<file path="src/rtl/core/hcht_pkg.sv">
// Package for the hit-count high-water tracker: shared widths, constants and types.
// Depends on nothing; every module of the block imports it.
`default_nettype none

package hcht_pkg;

  // Field widths fixed by the interface.
  localparam int unsigned SlotW   = 16;
  localparam int unsigned CountW  = 8;
  localparam int unsigned FloorW  = 8;
  localparam int unsigned GrowthW = 10;
  localparam int unsigned UsedW   = 17;
  localparam int unsigned CreditW = 32;
  localparam int unsigned CfgW    = 10;
  localparam int unsigned CfgIdxW = 2;

  // Percentage arithmetic: mark * (100 + growth) + 100 fits in ProdW bits.
  localparam int unsigned PctScale = 100;
  localparam int unsigned BaseW    = GrowthW + 1;
  localparam int unsigned ProdW    = 19;

  // Configuration register indexes.
  localparam logic [CfgIdxW-1:0] RegFloor  = CfgIdxW'(0);
  localparam logic [CfgIdxW-1:0] RegGrowth = CfgIdxW'(1);

  // Configuration reset values.
  localparam logic [FloorW-1:0]  FloorReset  = FloorW'(4);
  localparam logic [GrowthW-1:0] GrowthReset = GrowthW'(25);

  // Pass mode codes.
  localparam logic FuncCheck  = 1'b0;
  localparam logic FuncAbsorb = 1'b1;

  // Depth of the result queue.
  localparam int unsigned ResQDepth = 3;
  localparam int unsigned ResQPtrW  = 2;

  typedef struct packed {
    logic               improved;
    logic [CountW-1:0]  pass_max_count;
    logic [UsedW-1:0]   slots_used;
    logic [CreditW-1:0] credit_count;
  } result_t;

endpackage

`default_nettype wire

</file>
<file path="src/rtl/core/hcht_resq.sv">
// Small result queue that decouples the update stage from the output channel.
// Uses hcht_pkg for the result type and the queue depth.
`default_nettype none

module hcht_resq
  import hcht_pkg::*;
(
  input  wire logic                clk_i,
  input  wire logic                rst_ni,
  input  wire logic                push_i,
  input  wire result_t             data_i,
  input  wire logic                pop_i,
  output logic                     valid_o,
  output result_t                  data_o,
  output logic      [ResQPtrW-1:0] count_o
);

  result_t               q_mem [ResQDepth];
  logic [ResQPtrW-1:0]   wr_ptr_q, wr_ptr_d;
  logic [ResQPtrW-1:0]   rd_ptr_q, rd_ptr_d;
  logic [ResQPtrW-1:0]   count_q, count_d;
  logic                  do_pop;

  assign do_pop = pop_i && (count_q != '0);

  // Pointer and fill-level update, wrapping at the queue depth.
  always_comb begin
    wr_ptr_d = wr_ptr_q;
    rd_ptr_d = rd_ptr_q;
    count_d  = count_q;
    if (push_i) begin
      wr_ptr_d = (wr_ptr_q == ResQPtrW'(ResQDepth - 1)) ? '0 : wr_ptr_q + ResQPtrW'(1);
    end
    if (do_pop) begin
      rd_ptr_d = (rd_ptr_q == ResQPtrW'(ResQDepth - 1)) ? '0 : rd_ptr_q + ResQPtrW'(1);
    end
    case ({push_i, do_pop})
      2'b10:   count_d = count_q + ResQPtrW'(1);
      2'b01:   count_d = count_q - ResQPtrW'(1);
      default: count_d = count_q;
    endcase
  end

  always_ff @(posedge clk_i or negedge rst_ni) begin
    if (!rst_ni) begin
      wr_ptr_q <= '0;
      rd_ptr_q <= '0;
      count_q  <= '0;
    end else begin
      wr_ptr_q <= wr_ptr_d;
      rd_ptr_q <= rd_ptr_d;
      count_q  <= count_d;
    end
  end

  always_ff @(posedge clk_i) begin
    if (push_i) begin
      q_mem[wr_ptr_q] <= data_i;
    end
  end

  assign valid_o = count_q != '0;
  assign data_o  = q_mem[rd_ptr_q];
  assign count_o = count_q;

endmodule

`default_nettype wire

</file>
<file path="config.mk">
export PLATFORM = sky130hd
export DESIGN_NAME = hcht_resq
export DESIGN_NICKNAME = d
export VERILOG_FILES = /design/src/rtl/core/hcht_pkg.sv /design/src/rtl/core/hcht_resq.sv
export SDC_FILE = /design/constraint.sdc
export NUM_CORES = 1
export LEC_CHECK = 0
export CAP_MARGIN = 20
export CORE_MARGIN = 3
export CORE_UTILIZATION = 40
export DETAILED_ROUTE_END_ITERATION = 7
export DONT_BUFFER_PORTS = 1
export GPL_ROUTABILITY_DRIVEN = 0
export PLACE_DENSITY = 0.54
export SLEW_MARGIN = 20
export SYNTH_ARGS = -nofsm -noshare
export SYNTH_HDL_FRONTEND = slang
export SYNTH_SLANG_ARGS = --single-unit
</file>
<file path="constraint.sdc">
create_clock -name clk_i -period 5 [get_ports clk_i]
set_input_delay 1 -clock clk_i [delete_from_list [all_inputs] [get_ports clk_i]]
set_output_delay 1 -clock clk_i [all_outputs]
set_load 0.01 [all_outputs]
</file>
==> run_results.csv <==
group,metric,value,unit
run_status,status,"finished, final reports clean",
grt,track_usage,13.1,%
placement,dpl_cell_area,6940,sq um
final_layout,antennaDiodeCount,0,
critical_path,r2r-start,"wr_ptr_q[1]$_DFFE_PN0P_",
floorplanning,die_w,136,um
routing,drt_pass1_iterations,4,
routing,viasPerCell,4.95,
logic_synthesis,synth_warnings,0,
final_layout,utilization,46.6,%
floorplanning,io_pins,123,
grt,grt_antenna_before_repair,0,
power_and_ir_drop,ir_drop,0.000403,V
clock_network,cts_tree,"done",
floorplanning,start_util,41.8,%
clock_network,htreeDepth,4,
clock_network,cts_made_buffers,17,
critical_path,worstPathArrival,2.19,ns
placement,post-dp-hpwl,6.89,mm
critical_path,slowest_stage,"dfrtp_4",
sta,fin_tns_setup,0,ns
clock_network,postCtsSetupRepairBufs,0,
floorplanning,rows,46,
final_layout,drive_gt1_share,9.49,%
critical_path,cp_max_fo,62,
sta,finalWorstPathRequiredPeriod,3.19,ns
grt,gr-total-overflow,0,
sta,tightest_slew,0.900,ns
power_and_ir_drop,cellPowerDensity,595,nW/um^2
logic_synthesis,syn_avg_cell_area,17.2,sq um
clock_network,clockRootBuffer,"clkbuf_16",
final_layout,fin_nets,463,
critical_path,crit_chain,"buf_4 -> nand2_1 -> o21ai_1",
placement,portBuffers,0,
final_layout,finalNonFillerCells,627,
critical_path,worstSetupEndpointType,"output port",
clock_network,insertion_delay,0.41,ns
routing,drtIter0Drc,168,
logic_synthesis,syn_inst,394,
critical_path,setup.worst_path.start,"rd_ptr_q[1]$_DFFE_PN0P_",
sta,setup_viol,0,
logic_synthesis,syn_nets,457,
min_path,min-delay-path-class,"in2async",
clock_network,hold_buffers,0,
floorplanning,fp.dieArea,18500,sq um
logic_synthesis,synth_area,6780,sq um
sta,hold_viol_final,0,
clock_network,clockBufferDepth,2,
routing,wire_per_inst,18.5,um
job,drv_cap,0,
critical_path,rr_worst_depth,3,
sta,fmax,0.314,GHz
sta,fin_skew,0.00677,ns
power_and_ir_drop,p_leak,0.00252,uW
routing,drc,0,
logic_synthesis,ys_types,20,
critical_path,endpoint,"data_o[20]",
routing,drt_wl_total,11.6,mm
critical_path,worstSetupStartpointType,"flop",
grt,grt_pass1_vias,3268,
final_layout,final_cell_mix,"174 x edfxtp_1, 61 x nand2_1, 59 x o21ai_1",
floorplanning,die_y,136,um
final_layout,design_area,7560,sq um
floorplanning,core,16200,sq um
sta,period_share,63.8,%
routing,antenna_left,0,
critical_path,r2r-end,"q_mem[2][56]$_DFFE_PP_",
logic_synthesis,yosysSeqAreaShare,79.3,%
sta,relSlewSlack,39.9,%
final_layout,final_common_cell,"edfxtp_1",
final_layout,area_delta_synth_final,11.5,%
clock_network,clkSinkCount,180,
grt,grt_pass1_wl,17.8,mm
critical_path,critPathRequiredTime,4.00,ns
critical_path,cp_slowest_stage_delay,0.83,ns
critical_path,critPathKind,"reg2out",
clock_network,cts_resized,0,
clock_network,cts.clk_slew.worst_paths,0.06,ns
critical_path,r2r_slack,2.75,ns
grt,grt_max_degree,63,
logic_synthesis,synth_seq_cells,180,
sta,finalMaxSlewViolations,0,
routing,num_vias,3104,
placement,dp_cells,596,
sta,rsz0062_at_grt,"false",
sta,holdWs,0.272,ns
## cells by family after synthesis
logic type	share of synthesized area (%)
muxes	8.56
buffers and inverters	2.92
DFF	79.3
adders and majority gates	0.185
xor gates and xnor gates	0.388
AOI/OAI and AO/OA	4.76
and+or+nand+nor	3.91
## sequential cells by signal, indices dropped and copies added, names as in the netlist
register	cells
q_mem	174
count_o	2
rd_ptr_q	2
wr_ptr_q	2
## stage by stage
| step | power, uW | setup slack, ns |
|---|---|---|
| floorplan | 3050 | 1.04 |
| global placement | 3190 | 2.18 |
| detailed placement | 3210 | 2.18 |
| CTS | 4550 | 1.72 |
| global route | 4740 | 1.60 |
| finish | 4500 | 1.81 |
## cell type report
| type | count | area (sq um) |
|---|---|---|
| timing repair buffer | 7 | 72.6 |
| tap | 216 | 270 |
| sequential | 180 | 5380 |
| clock inverter | 9 | 156 |
| clock buffer | 21 | 440 |
| inverter | 2 | 7.51 |
| multi-input combinational | 192 | 1230 |
| fill | 1412 | 8670 |
## worst max-delay path: cells and delay by family, from the launching register on
family / cells / cell delay, ns
and+or+nand+nor: 1 / 0.10
AOI/OAI and AO/OA: 1 / 0.21
buffers and inverters: 1 / 0.58
DFF: 1 / 0.83
## worst min-delay path by stage
stage / end / slack [ns]
final: count_o[1]$_DFFE_PN0P_ / 0.27
after global routing: count_o[0]$_DFFE_PN0P_ / 0.24
after CTS: count_o[1]$_DFFE_PN0P_ / 0.25
after detailed placement: count_o[1]$_DFFE_PN0P_ / 0.57
after global placement: count_o[1]$_DFFE_PN0P_ / 0.56
after floorplan: wr_ptr_q[0]$_DFFE_PN0P_ / 0.51
## per-layer routing
layer	routed length, um	GRT usage (%)	part of all wire (%)
met1	4680	14.3	40
met2	5870	22.3	50
met3	912	5.92	7.8
met4	163	5.38	1.4
met5	0	0	0
## synth_stat cells, drive strengths merged
cell type	instances	area, sq um
nor3b	1	12.5
ha	1	12.5
buf	13	164
nor2	2	7.51
edfxtp	174	5230
nor3	2	10.0
xor2	1	8.76
or2	1	6.26
nand2	61	229
inv	2	7.51
o21ai	60	300
xnor2	2	17.5
clkbuf	7	26.3
a21o	3	22.5
dfrtp	6	150
mux2i	58	581
## where the power goes
group          switching, uW  internal, uW  total [uW]  leakage [uW]
clock network            512           832        1340      0.000291
logic                    683           326        1010      0.000556
registers                199          1940        2140       0.00168
total                   1390          3100        4500       0.00252
Note: power is estimated with default switching activity, not from simulation.
