--- config.mk ---
export PLATFORM = sky130hd
export DESIGN_NAME = hcht_update
export DESIGN_NICKNAME = d
export VERILOG_FILES = /design/src/rtl/core/hcht_pkg.sv /design/src/rtl/core/hcht_update.sv
export SDC_FILE = /design/constraint.sdc
export NUM_CORES = 1
export LEC_CHECK = 0
export ABC_CLOCK_PERIOD_IN_PS = 6700
export BUFFER_PORTS_ARGS = -buffer_cell sky130_fd_sc_hd__clkbuf_2
export CORE_MARGIN = 1
export CORE_UTILIZATION = 50
export DETAILED_ROUTE_END_ITERATION = 10
export GPL_ROUTABILITY_DRIVEN = 1
export PLACE_DENSITY_LB_ADDON = 0.15
export SYNTH_ARGS = -nofsm -noshare
export SYNTH_HDL_FRONTEND = slang
export SYNTH_SLANG_ARGS = --single-unit
--- constraint.sdc ---
create_clock -name clk_i -period 6.7 [get_ports clk_i]
set_input_delay 0 -clock clk_i [delete_from_list [all_inputs] [get_ports clk_i]]
set_output_delay 0 -clock clk_i [all_outputs]
set_load 0.02 [all_outputs]
--- src/rtl/core/hcht_pkg.sv ---
// Package for the hit-count high-water tracker: shared widths, constants and types.
// Depends on nothing; every module of the block imports it.
`default_nettype none

package hcht_pkg;

  // Field widths fixed by the interface.
  localparam int unsigned SlotW   = 16;
  localparam int unsigned CountW  = 8;
  localparam int unsigned FloorW  = 8;
  localparam int unsigned GrowthW = 10;
  localparam int unsigned UsedW   = 17;
  localparam int unsigned CreditW = 32;
  localparam int unsigned CfgW    = 10;
  localparam int unsigned CfgIdxW = 2;

  // Percentage arithmetic: mark * (100 + growth) + 100 fits in ProdW bits.
  localparam int unsigned PctScale = 100;
  localparam int unsigned BaseW    = GrowthW + 1;
  localparam int unsigned ProdW    = 19;

  // Configuration register indexes.
  localparam logic [CfgIdxW-1:0] RegFloor  = CfgIdxW'(0);
  localparam logic [CfgIdxW-1:0] RegGrowth = CfgIdxW'(1);

  // Configuration reset values.
  localparam logic [FloorW-1:0]  FloorReset  = FloorW'(4);
  localparam logic [GrowthW-1:0] GrowthReset = GrowthW'(25);

  // Pass mode codes.
  localparam logic FuncCheck  = 1'b0;
  localparam logic FuncAbsorb = 1'b1;

  // Depth of the result queue.
  localparam int unsigned ResQDepth = 3;
  localparam int unsigned ResQPtrW  = 2;

  typedef struct packed {
    logic               improved;
    logic [CountW-1:0]  pass_max_count;
    logic [UsedW-1:0]   slots_used;
    logic [CreditW-1:0] credit_count;
  } result_t;

endpackage

`default_nettype wire

--- src/rtl/core/hcht_update.sv ---
// Update stage: decides whether a slot's count raises its mark, writes it back,
// keeps the counters and pass values and forms the result. Uses hcht_pkg.
`default_nettype none

module hcht_update
  import hcht_pkg::*;
#(
  parameter int unsigned AW = 16
) (
  input  wire logic               clk_i,
  input  wire logic               rst_ni,
  // Request entering the stage (memory read issued at the same edge).
  input  wire logic               in_valid_i,
  input  wire logic               in_func_i,
  input  wire logic               in_range_i,
  input  wire logic [AW-1:0]      in_addr_i,
  input  wire logic [CountW-1:0]  in_count_i,
  input  wire logic               in_last_i,
  // Registered read data from the store.
  input  wire logic [CountW-1:0]  rd_data_i,
  // Configuration.
  input  wire logic [FloorW-1:0]  floor_i,
  input  wire logic [GrowthW-1:0] growth_i,
  // Write back to the store.
  output logic                    wr_en_o,
  output logic      [AW-1:0]      wr_addr_o,
  output logic      [CountW-1:0]  wr_data_o,
  // Result towards the queue.
  output logic                    res_push_o,
  output result_t                 res_o
);

  logic              s1_valid_q;
  logic              s1_func_q;
  logic              s1_range_q;
  logic [AW-1:0]     s1_addr_q;
  logic [CountW-1:0] s1_count_q;
  logic              s1_last_q;

  logic              fwd_hit_q, fwd_hit_d;
  logic [CountW-1:0] fwd_data_q;

  logic [UsedW-1:0]   used_q, used_d;
  logic [CreditW-1:0] credit_q, credit_d;
  logic               imp_q, imp_d;
  logic [CountW-1:0]  max_q, max_d;

  logic [CountW-1:0] mark;
  logic [BaseW-1:0]  growth_base;
  logic [ProdW-1:0]  need;
  logic [ProdW-1:0]  have;
  logic              above;
  logic              take_chk;
  logic              take;
  logic              imp_upd;
  logic [CountW-1:0] max_upd;

  // Pipeline register of the update stage.
  always_ff @(posedge clk_i or negedge rst_ni) begin
    if (!rst_ni) begin
      s1_valid_q <= 1'b0;
    end else begin
      s1_valid_q <= in_valid_i;
    end
  end

  always_ff @(posedge clk_i) begin
    if (in_valid_i) begin
      s1_func_q  <= in_func_i;
      s1_range_q <= in_range_i;
      s1_addr_q  <= in_addr_i;
      s1_count_q <= in_count_i;
      s1_last_q  <= in_last_i;
    end
  end

  // A write at the edge where the next request reads the same slot is
  // forwarded, since the memory returns the old value then.
  assign fwd_hit_d = wr_en_o && in_valid_i && in_range_i && (in_addr_i == s1_addr_q);

  always_ff @(posedge clk_i or negedge rst_ni) begin
    if (!rst_ni) begin
      fwd_hit_q <= 1'b0;
    end else begin
      fwd_hit_q <= fwd_hit_d;
    end
  end

  always_ff @(posedge clk_i) begin
    fwd_data_q <= wr_data_o;
  end

  assign mark = fwd_hit_q ? fwd_data_q : rd_data_i;

  // Growth test: count * 100 >= mark * (100 + growth) + 100.
  assign growth_base = BaseW'(PctScale) + BaseW'(growth_i);
  assign need        = ProdW'(mark) * ProdW'(growth_base) + ProdW'(PctScale);
  assign have        = ProdW'(s1_count_q) * ProdW'(PctScale);

  assign above    = s1_count_q > mark;
  assign take_chk = s1_valid_q && (s1_func_q == FuncCheck) && s1_range_q && above &&
                    (s1_count_q >= floor_i) && ((mark == '0) || (have >= need));
  assign take     = take_chk ||
                    (s1_valid_q && (s1_func_q == FuncAbsorb) && s1_range_q && above);

  assign wr_en_o   = take;
  assign wr_addr_o = s1_addr_q;
  assign wr_data_o = s1_count_q;

  // Counters and pass values, including the effect of the current request.
  always_comb begin
    used_d   = used_q;
    credit_d = credit_q;
    if (take && (mark == '0) && (used_q != '1)) begin
      used_d = used_q + UsedW'(1);
    end
    if (take_chk && (credit_q != '1)) begin
      credit_d = credit_q + CreditW'(1);
    end
    imp_upd = imp_q | take_chk;
    max_upd = max_q;
    if (s1_valid_q && (s1_func_q == FuncAbsorb) && (s1_count_q > max_q)) begin
      max_upd = s1_count_q;
    end
    imp_d = imp_upd;
    max_d = max_upd;
    if (s1_valid_q && s1_last_q) begin
      imp_d = 1'b0;
      max_d = '0;
    end
  end

  always_ff @(posedge clk_i or negedge rst_ni) begin
    if (!rst_ni) begin
      used_q   <= '0;
      credit_q <= '0;
      imp_q    <= 1'b0;
      max_q    <= '0;
    end else begin
      used_q   <= used_d;
      credit_q <= credit_d;
      imp_q    <= imp_d;
      max_q    <= max_d;
    end
  end

  // The last request of a pass yields a result for the reported mode.
  assign res_push_o           = s1_valid_q && s1_last_q;
  assign res_o.improved       = (s1_func_q == FuncCheck) ? imp_upd : 1'b0;
  assign res_o.pass_max_count = (s1_func_q == FuncAbsorb) ? max_upd : '0;
  assign res_o.slots_used     = used_d;
  assign res_o.credit_count   = credit_d;

endmodule

`default_nettype wire

==> results of run 1 <==
-- logic make-up after synthesis --
group | Yosys count
xor gates and xnor gates | 90
and+or+nand+nor | 272
adders and majority gates | 169
buffers and inverters | 145
AOI/OAI and AO/OA | 78
muxes | 19
DFF | 95
-- layout by cell type (no fill, tap or decap), types with 9 or more instances in the layout --
cell type        n
a21oi_1         24
and2_1          10
and3_1          13
buf_4           98
buf_6           17
clkbuf_16        9
clkbuf_2       111
clkbuf_8        12
dfrtp_1         59
dlygate4sd3_1   28
edfxtp_1        27
fa_1            54
ha_1            94
ha_4            13
inv_1          115
inv_2           13
nand2_1         33
nand2b_1        17
nand3_1         28
nand4_1         19
nor2_1          66
nor2_4          10
nor2b_1         19
nor3_4           9
o21ai_0         10
xnor2_1         43
xor2_1          18
xor2_2          20
-- cell type report --
class | count | area [sq um]
clock buffer | 10 | 229
clock inverter | 6 | 61.3
fill | 1210 | 4700
inverter | 128 | 480
multi-input combinational | 628 | 6310
sequential | 95 | 2470
tap | 220 | 275
timing repair buffer | 276 | 2060
-- registers in the layout (all words and copies together), names as in the netlist --
name        flops
credit_q       32
fwd_data_q      8
fwd_hit_q       1
imp_q           1
max_q           8
s1_func_q       1
s1_last_q       1
s1_range_q      1
s1_valid_q      1
used_q         17
wr_addr_o      16
wr_data_o       8
-- power breakdown --
group	total, W	internal (W)	leakage, nW	switching, W
sequential	0.000661	0.000626	1.12	0.0000343
clock	0.000513	0.000288	0.144	0.000225
combinational	0.00255	0.00127	4.64	0.00128
-- through the flow --
step	total power, W	area, sq um	worst slack (ns)	hold WS (ns)	std cells
4_1_cts	0.00363	11600	-0.327	0.311	1350
3_5_place_dp	0.00279	10200	-0.341	0.179	1280
3_3_place_gp	0.00276	10200	-0.166	0.178	1280
2_1_floorplan	0.00206	8800	0.00162	-0.296	868
5_1_grt	0.00407	11900	-0.691	0.345	1363
6_report	0.00372	11900	-0.420	0.315	1363
-- metal layers --
layer / routed length (um) / up-vias
met5: 0 / -
met4: 398 / 0
li1: - / 3406
met1: 9620 / 3447
met3: 1030 / 32
met2: 11400 / 169
-- worst min path at each step --
stage	from	endpoint	depth (start not counted)
floorplan	rst_ni	credit_q[0]	0
global placement	in_count_i[5]	wr_data_o[5]	1
detailed placement	in_count_i[3]	wr_data_o[3]	1
CTS	in_valid_i	s1_valid_q	1
global route	in_valid_i	s1_valid_q	1
finish	in_valid_i	s1_valid_q	1
-- timing repair --
action / 4_1_cts / 5_1_grt
hold buffers: 28 / 0
endpoints found under the setup margin: 67 / 67
pin swaps: 80 / 46
buffers inserted: 26 / 13
endpoints found under the hold margin: 87 / 0
gates resized for setup: 129 / 58
-- worst max-delay path, delay by kind of cell (launching register included) --
kind	cells	cell delay, ns
XOR/XNOR	2	0.29
flip-flops	1	0.49
buffers and inverters	6	0.82
AND/OR/NAND/NOR	5	1.33
adder cells (fa/ha/maj)	6	2.42
multiplexers	1	0.19
AO/OA/AOI/OAI	6	1.25
==> key figures, run 1 <==
Timing
  – Fin crit period: 7.12 ns
  – Final TNS setup: -11.22 ns
  – Actual slew at the worst max-slew pin: 1.07 ns
  – Fin. Hold Viols: 0
  – Period utilization: 106%
  – Finish-stage setup viols: 39
  – Worst slew margin: 27.1%
  – RSZ-0062 raised after global routing: yes
  – Pins Over Slew Limit: 0
  – Fin Clk Skew: 0.0113 ns
  – Slack of the critical path: -0.420 ns
  – Fmax: 140 MHz

GRT
  – Largest net degree at the start of global routing: 61
  – Met1 Use GR: 33.2%
  – Vias in the first global route: 7,496
  – Overall global routing resource usage: 26.0%
  – First-pass GRT wire length: 36,200 um
  – Antenna violations before repair: 0
  – GRT busiest layer: met2
  – M2 GR Usage: 45.8%
  – Overflow left after global routing: 0
  – Routing usage on met3: 3.95%

Run status
  – Failing checks: setup timing
  – Status: complete, but fails checks

Logic synthesis
  – Post-synth top area share: 17.7%
  – Primary FF master, synth: dfrtp_1
  – Post-synth EDFFs: 27
  – Mux cell area share after synthesis: 2.47%
  – Yosys Warn Count: 0
  – Simple-gate area share of the yosys netlist: 16.5%
  – Cell taking the most area after synthesis: dfrtp_1
  – Synth Area in Adders: 30.2%
  – Top post-synthesis cells by area: dfrtp_1 (18%), ha_1 (16%), fa_1 (14%)
  – Largest family of logic cells by synthesized area: adder cells
  – Cell variety after synth: 53
  – Most frequent cell after synthesis: inv_1
  – #FFs+latches synth: 95
  – Synth Net Count: 1,093
  – Syn avg cell area: 9.80 sq um
  – XOR/XNOR Fraction of Synth Area: 9.27%
  – Syn Inst Count: 868
  – Most frequent cells after synthesis: inv_1 (128), ha_1 (108), nor2_1 (80), fa_1 (61), dfrtp_1 (60)
  – Cell area after synthesis: 8510 sq um
  – Synth async-reset ratio: 63.2%
  – Post-synthesis sequential area ratio: 29.1%
  – Compound-cell area share of the yosys netlist: 5.88%

Routing
  – Total number of vias: 7,054
  – Iter 0 DRT Violations: 246
  – ANT nets after route: 0
  – DRT Wirelength: 22,400 um
  – Vias per Instance: 5.18
  – DRC: 0
  – DR pass1 iterations: 4
  – Avg WL per Cell: 16.4 um

Pwr
  – Pleak: 5.90 nW
  – Pwr/cell area: 313 nW/um^2
  – IR Drop Worst-Case VDD: 0.280 mV

Critical path
  – Worst setup path class: reg2out
  – Critical Path Fanout Max: 7
  – Worst setup path end: res_o[19]
  – Setup crit start kind: flop
  – Worst flop-to-flop path endpoint: credit_q[11]
  – Crit path DAT: 7.12 ns
  – Worst R2R Path Depth: 28
  – RR Startpoint: fwd_hit_q
  – Worst path max stage delay: 0.49 ns
  – CP Capture Type: primary output
  – Worst R2R Setup Slack: -0.20 ns
  – Crit path required time: 6.70 ns
  – Crit path from: fwd_hit_q
  – CP max-delay cell: dfrtp_2

Floorplan
  – Core area: 16,600 sq um
  – Floorplan row count: 47
  – IO Pins: 140
  – Initial Util: 51.3%
  – Chip Height: 132 um
  – Die Width: 132 um
  – Die area: 17,500 sq um

CTS
  – H-tree depth: 3
  – Latest clock arrival within the worst-skew pair: 0.35 ns
  – CTS Buffer Depth: 2
  – CTS Sinks: 95
  – Total CTS buffers: 9
  – Clock-pin slew on the worst setup and hold paths: 0.07 ns
  – CTS tree: built
  – Clk root buf: clkbuf_16

Final layout
  – # nets final: 1,363
  – Core Util, Final: 71.7%
  – Area Growth Syn to Fin: 39.7%
  – Ant diodes: 0
  – Layout cells sized above 1: 35.0%

Placement
  – GPL Wtd Cong: 0.863
  – Hpwl dp: 15,900 um
  – Port bufs: 139

Flow run
  – Max cap viols: 0

Min path
  – HP Class: in2reg
No activity file was read; power rests on OpenSTA's default activity.
==> inputs of run 2 (changes only) <==
Settings changed: ABC_CLOCK_PERIOD_IN_PS 6700 to 7600.
Clock period 6.7 ns to 7.6 ns, I/O delays scaled along.
==> run 2 against run 1 <==
Compared with the run above:
- sequential share of layout area is 2.8 points higher
- core utilization shrank 8.4 points
- count of clock-buffer cells in the layout is 1 lower
- flip-flop and latch count is the same
- the run now ends clean
- cell area down 12%
- largest power group unchanged
- first-iteration DRC count up 8.1%
- largest cell class unchanged
==> key figures, run 2 (synthesis gave the netlist of run 1 again) <==
Run status
  – Status: completed (was complete, but fails checks)

Timing
  – Fin Clk Skew: 0.00790 ns (was 0.0113 ns)
  – Period utilization: 95.4%
  – WHS: 0.292 ns (was 0.315 ns)
  – Pins Over Slew Limit: 0 (unchanged)
  – Fin crit period: 7.25 ns
  – Fmax: 138 MHz
  – Final TNS setup: 0 ns (was -11.22 ns)
  – Worst slew margin: 34.2% (was 27.1%)
  – Actual slew at the worst max-slew pin: 0.962 ns (was 1.07 ns)
  – Fin. Hold Viols: 0 (unchanged)
  – Finish-stage setup viols: 0 (was 39)

Pwr
  – IR Drop Worst-Case VDD: 0.212 mV (was 0.280 mV)
  – Pleak: 5.36 nW (was 5.90 nW)
  – Pwr/cell area: 267 nW/um^2 (was 313 nW/um^2)

Floorplan
  – Die Width: 132 um (unchanged)
  – Floorplan row count: 47 (unchanged)
  – Initial Util: 51.3% (unchanged)
  – IO Pins: 140 (unchanged)
  – Chip Height: 132 um (unchanged)
  – Die area: 17,500 sq um (unchanged)
  – Core area: 16,600 sq um (unchanged)

Final layout
  – Number of fill cells: 1,407 (was 1,210)
  – Largest register FFs: 32 (unchanged)
  – Most common cell after layout, fill and taps aside: inv_1 (unchanged)
  – # nets final: 1,294 (was 1,363)
  – Most frequent cells in the layout: inv_1 (128), clkbuf_2 (126), ha_1 (105) (was inv_1 (115), clkbuf_2 (111), buf_4 (98))
  – Layout cells sized above 1: 22.3% (was 35.0%)
  – Most flop-heavy register: credit_q (unchanged)
  – Area Growth Syn to Fin: 23.3% (was 39.7%)
  – Ant diodes: 0 (unchanged)
  – Final Instance Count excl. Fillers: 1,294 (was 1,363)

CTS
  – Clock-pin slew on the worst setup and hold paths: 0.07 ns (about the same)
  – CTS Buffer Depth: 2 (unchanged)
  – Total CTS buffers: 9 (unchanged)
  – CTS Sinks: 95 (unchanged)
  – Latest clock arrival within the worst-skew pair: 0.35 ns (about the same)
  – CTS tree: built (unchanged)
  – H-tree depth: 3 (unchanged)
  – Clk root buf: clkbuf_16 (unchanged)

Flow run
  – Max cap viols: 0 (unchanged)

GRT
  – Vias in the first global route: 6,758 (was 7,496)
  – Overall global routing resource usage: 23.8% (was 26.0%)
  – Largest net degree at the start of global routing: 61 (unchanged)
  – Overflow left after global routing: 0 (unchanged)
  – Antenna violations before repair: 0 (unchanged)
  – First-pass GRT wire length: 33,100 um (was 36,200 um)

Routing
  – Total number of vias: 6,670 (was 7,054)
  – DRT Wirelength: 19,700 um (was 22,400 um)
  – ANT nets after route: 0 (unchanged)
  – DR pass1 iterations: 4 (unchanged)
  – Iter 0 DRT Violations: 266 (was 246)
  – Vias per Instance: 5.15 (was 5.18)
  – DRC: 0 (unchanged)
  – Avg WL per Cell: 15.2 um (was 16.4 um)

Min path
  – HP Class: in2reg (unchanged)
  – Min-delay src: in_valid_i (unchanged)

Critical path
  – Worst R2R Setup Slack: 0.68 ns (was -0.20 ns)
  – Crit path required time: 7.60 ns (was 6.70 ns)
  – Critical Path Fanout Max: 8 (was 7)
  – Crit path from: fwd_hit_q (unchanged)
  – CP Capture Type: primary output (unchanged)
  – Worst path max stage delay: 0.55 ns (was 0.49 ns)
  – Crit path DAT: 7.25 ns (was 7.12 ns)
  – Setup crit start kind: flop (unchanged)
  – CP Buf/Inv Count: 7 (was 6)
  – CP max-delay cell: fa_1 (was dfrtp_2)
  – Worst setup path class: reg2out (unchanged)
  – CP top delay family: adder cells (unchanged)
  – RR Startpoint: fwd_hit_q (unchanged)

Placement
  – Port bufs: 139 (unchanged)
  – GPL Wtd Cong: 0.840 (was 0.863)
  – Hpwl dp: 15,200 um (was 15,900 um)
  – Dpl cells: 1,225 (was 1,280)
run 2: cell count changes in the layout (fill, tap and decap cells not counted), sizes merged:
cell / change
clkinv: -1
o22ai: +1
clkbuf: -2
inv: +2
buf: -69
run 2: final cells by class:
type | instances | area, sq um | area share, %
Clock buffer | 9 | 225 | 2.15
Clock inverter | 7 | 80.1 | 0.764
Inverter | 128 | 480 | 4.58
Multi-Input combinational cell | 629 | 5640 | 53.8
Sequential cell | 95 | 2470 | 23.6
Tap cell | 220 | 275 | 2.62
Timing Repair Buffer | 206 | 1320 | 12.5
run 2: per-layer routing:
metal / vias to the layer above / GRT usage [%] / wire length, um
met5: - / 0 / 0
met1: 3193 / 31.4 / 8980
met3: 26 / 5.29 / 1040
met4: 0 / 7.22 / 322
li1: 3288 / - / -
met2: 163 / 38.9 / 9360
run 2: stage by stage:
stage	instance area (sq um)	utilization, %	setup slack, ns	power [W]
floorplan	8510	-	0.576	0.00182
global placement	9520	57.4	0.319	0.00217
detailed placement	9520	57.4	0.151	0.00218
CTS	10100	61.1	0.0540	0.00267
global route	10500	63.2	-0.100	0.00311
finish	10500	63.2	0.346	0.00280
run 2: repair_timing:
| item | 4_1_cts | 5_1_grt |
|---|---|---|
| buffers inserted | 2 | 22 |
| pin swaps | 2 | 24 |
| gates cloned | 0 | 1 |
| hold buffers | 28 | 0 |
| endpoints found under the hold margin | 87 | 0 |
| endpoints found under the setup margin | 30 | 36 |
| resized for setup | 4 | 53 |
run 2: power by group:
group,internal (W),switching (W)
logic,0.000788,0.000964
clock network,0.000259,0.000207
registers,0.000552,0.0000289
run 2: path summary, 6_finish.rpt:
check | end | cells after the start
setup / recovery | res_o[19] | 26
hold / removal | s1_valid_q | 1
setup reg to reg | credit_q[19] | 26
hold reg to reg | credit_q[11] | 1
max in group asynchronous | fwd_hit_q | 3
min in group asynchronous | used_q[11] | 3
==> inputs of run 3 (changes only) <==
Settings changed: CORE_UTILIZATION 50 to 35.
==> run 3 against run 2 <==
Compared with the run above:
- maximum frequency is 0.28% lower
- routed wire length rose by 7.9%
- worst setup slack worse by 0.020 ns
- critical path depth rose by 3
- sequential share of layout area fell by 0.24 points
- count of clock-buffer cells in the layout did not move
- clock skew fell by 0.00064 ns
- hold slack improved by 0.0062 ns
- largest power group unchanged
- highest routed layer unchanged
==> key figures, run 3 (synthesis gave the netlist of run 1 again) <==
CTS
  – H-tree depth: 3 (unchanged)
  – CTS Sinks: 95 (unchanged)
  – Clock-pin slew on the worst setup and hold paths: 0.07 ns (about the same)
  – CTS tree: built (unchanged)
  – CTS Buffer Depth: 2 (unchanged)
  – Total CTS buffers: 9 (unchanged)
  – Latest clock arrival within the worst-skew pair: 0.35 ns (about the same)
  – Clk root buf: clkbuf_16 (unchanged)

Final layout
  – Layout cells sized above 1: 21.7% (was 22.3%)
  – Most common cell after layout, fill and taps aside: clkbuf_2 (was inv_1)
  – Number of fill cells: 2,400 (was 1,407)
  – Area Growth Syn to Fin: 24.6% (was 23.3%)
  – Sequential Area: 2470 sq um (unchanged)
  – Final Instance Count excl. Fillers: 1,388 (was 1,294)
  – # nets final: 1,289 (was 1,294)
  – Ant diodes: 0 (unchanged)
  – Area of the multi-input gates: 5630 sq um (was 5640 sq um)
  – Largest register FFs: 32 (unchanged)
  – Most frequent cells in the layout: clkbuf_2 (131), inv_1 (126), ha_1 (105) (was inv_1 (128), clkbuf_2 (126), ha_1 (105))
  – Most flop-heavy register: credit_q (unchanged)
  – Core Util, Final: 44.7% (was 63.2%)

Pwr
  – Pleak: 5.35 nW (was 5.36 nW)
  – Pwr/cell area: 262 nW/um^2 (was 267 nW/um^2)
  – IR Drop Worst-Case VDD: 0.170 mV (was 0.212 mV)
  – Pwr Total: 0.00277 W (was 0.00280 W)

Critical path
  – Crit path DAT: 7.27 ns (was 7.25 ns)
  – CP max-delay cell: fa_1 (unchanged)
  – Critical Path Fanout Max: 8 (unchanged)
  – Worst R2R Setup Slack: 0.70 ns (was 0.68 ns)
  – Setup crit start kind: flop (unchanged)
  – Worst setup path class: reg2out (unchanged)
  – Worst path max stage delay: 0.53 ns (was 0.55 ns)
  – CP Capture Type: primary output (unchanged)
  – Crit path required time: 7.60 ns (about the same)

Floorplan
  – Floorplan row count: 56 (was 47)
  – Initial Util: 35.9% (was 51.3%)
  – Core area: 23,700 sq um (was 16,600 sq um)
  – Chip Height: 158 um (was 132 um)
  – Die area: 24,900 sq um (was 17,500 sq um)
  – IO Pins: 140 (unchanged)
  – Die Width: 158 um (was 132 um)

Routing
  – ANT nets after route: 0 (unchanged)
  – Vias per Instance: 4.77 (was 5.15)
  – Iter 0 DRT Violations: 220 (was 266)
  – DRT Wirelength: 21,300 um (was 19,700 um)
  – Avg WL per Cell: 15.3 um (was 15.2 um)
  – DRC: 0 (unchanged)
  – DR pass1 iterations: 4 (unchanged)
  – Total number of vias: 6,623 (was 6,670)

Timing
  – Period utilization: 95.7% (was 95.4%)
  – Fmax: 137 MHz (was 138 MHz)
  – Fin crit period: 7.27 ns (was 7.25 ns)
  – Pins Over Slew Limit: 0 (unchanged)
  – WHS: 0.298 ns (was 0.292 ns)
  – Fin. Hold Viols: 0 (unchanged)
  – Fin Clk Skew: 0.00726 ns (was 0.00790 ns)
  – Finish-stage setup viols: 0 (unchanged)
  – Actual slew at the worst max-slew pin: 0.812 ns (was 0.962 ns)
  – Worst slew margin: 45.5% (was 34.2%)

GRT
  – Vias in the first global route: 6,873 (was 6,758)
  – Overall global routing resource usage: 17.8% (was 23.8%)
  – First-pass GRT wire length: 34,600 um (was 33,100 um)
  – Antenna violations before repair: 0 (unchanged)
  – Overflow left after global routing: 0 (unchanged)
  – Largest net degree at the start of global routing: 61 (unchanged)

Placement
  – Dpl cells: 1,321 (was 1,225)
  – GPL Wtd Cong: 0.817 (was 0.840)
  – Hpwl dp: 16,400 um (was 15,200 um)
  – Port bufs: 139 (unchanged)

Flow run
  – Max cap viols: 0 (unchanged)

Min path
  – HP Class: in2reg (unchanged)

Run status
  – Status: completed (unchanged)
==> run 3: cell types whose count changed in the layout (fill, tap and decap cells not counted), sizes merged <==
cell / previous run / this run
buf: 52 / 41
bufinv: 1 / 0
clkbuf: 135 / 142
clkinv: 4 / 1
clkinvlp: 0 / 1
inv: 130 / 133
o22ai: 3 / 2
==> run 3: layout make-up <==
type,instances,share of cell area (%)
multi-input cells,628,53.1
inverters,128,4.57
flip-flops and latches,95,23.3
clock buffers,9,2.13
repair buffers,202,12.4
well taps,319,3.77
clock inverters,7,0.650
==> run 3: final timing paths <==
| check | end | cells past startpoint | startpoint |
|---|---|---|---|
| setup / recovery | res_o[1] | 29 | fwd_hit_q |
| hold / removal | s1_valid_q | 1 | in_valid_i |
| setup reg to reg | credit_q[31] | 30 | fwd_hit_q |
| hold reg to reg | credit_q[28] | 1 | credit_q[28] |
| max in group asynchronous | fwd_hit_q | 3 | rst_ni |
| min in group asynchronous | used_q[7] | 3 | rst_ni |
==> run 3: metal layers <==
metal | vias to the layer above | track usage [%] | share of wire (%)
met2 | 126 | 28.9 | 47
met1 | 3191 | 23.9 | 47
met3 | 21 | 4.13 | 4.5
met5 | - | 0 | 0
met4 | 0 | 4.16 | 1.3
li1 | 3285 | - | -
==> run 3: timing repair <==
item	CTS	global route
setup endpoints to repair	31	32
setup buffers	2	18
cloned	0	3
gates resized for setup	5	40
hold endpoints to repair	87	0
pin swaps	1	7
hold buffers	28	0
==> run 3: per-stage QoR <==
stage / setup TNS (ns) / cell area (sq um) / worst slack (ns)
floorplan: 0 / 8510 / 0.576
global placement: 0 / 9630 / 0.312
detailed placement: 0 / 9630 / 0.105
CTS: 0 / 10200 / 0.0310
global route: -0.111 / 10600 / -0.0292
finish: 0 / 10600 / 0.326
==> run 3: critical path: cells and delay by family, from the launching register on <==
family                   cells  cell delay [ns]
adder cells (fa/ha/maj)      6             2.46
AO/OA/AOI/OAI                8             1.63
buffers and inverters        8             1.14
multiplexers                 2             0.65
flip-flops                   1             0.51
AND/OR/NAND/NOR              4             0.34
XOR/XNOR                     1             0.18
==> run 3: power by group <==
part / total, W / switching [W] / internal [W]
Sequential: 0.000581 / 0.0000291 / 0.000552
Combinational: 0.00173 / 0.000953 / 0.000774
Clock: 0.000465 / 0.000231 / 0.000234
Total: 0.00277 / 0.00121 / 0.00156
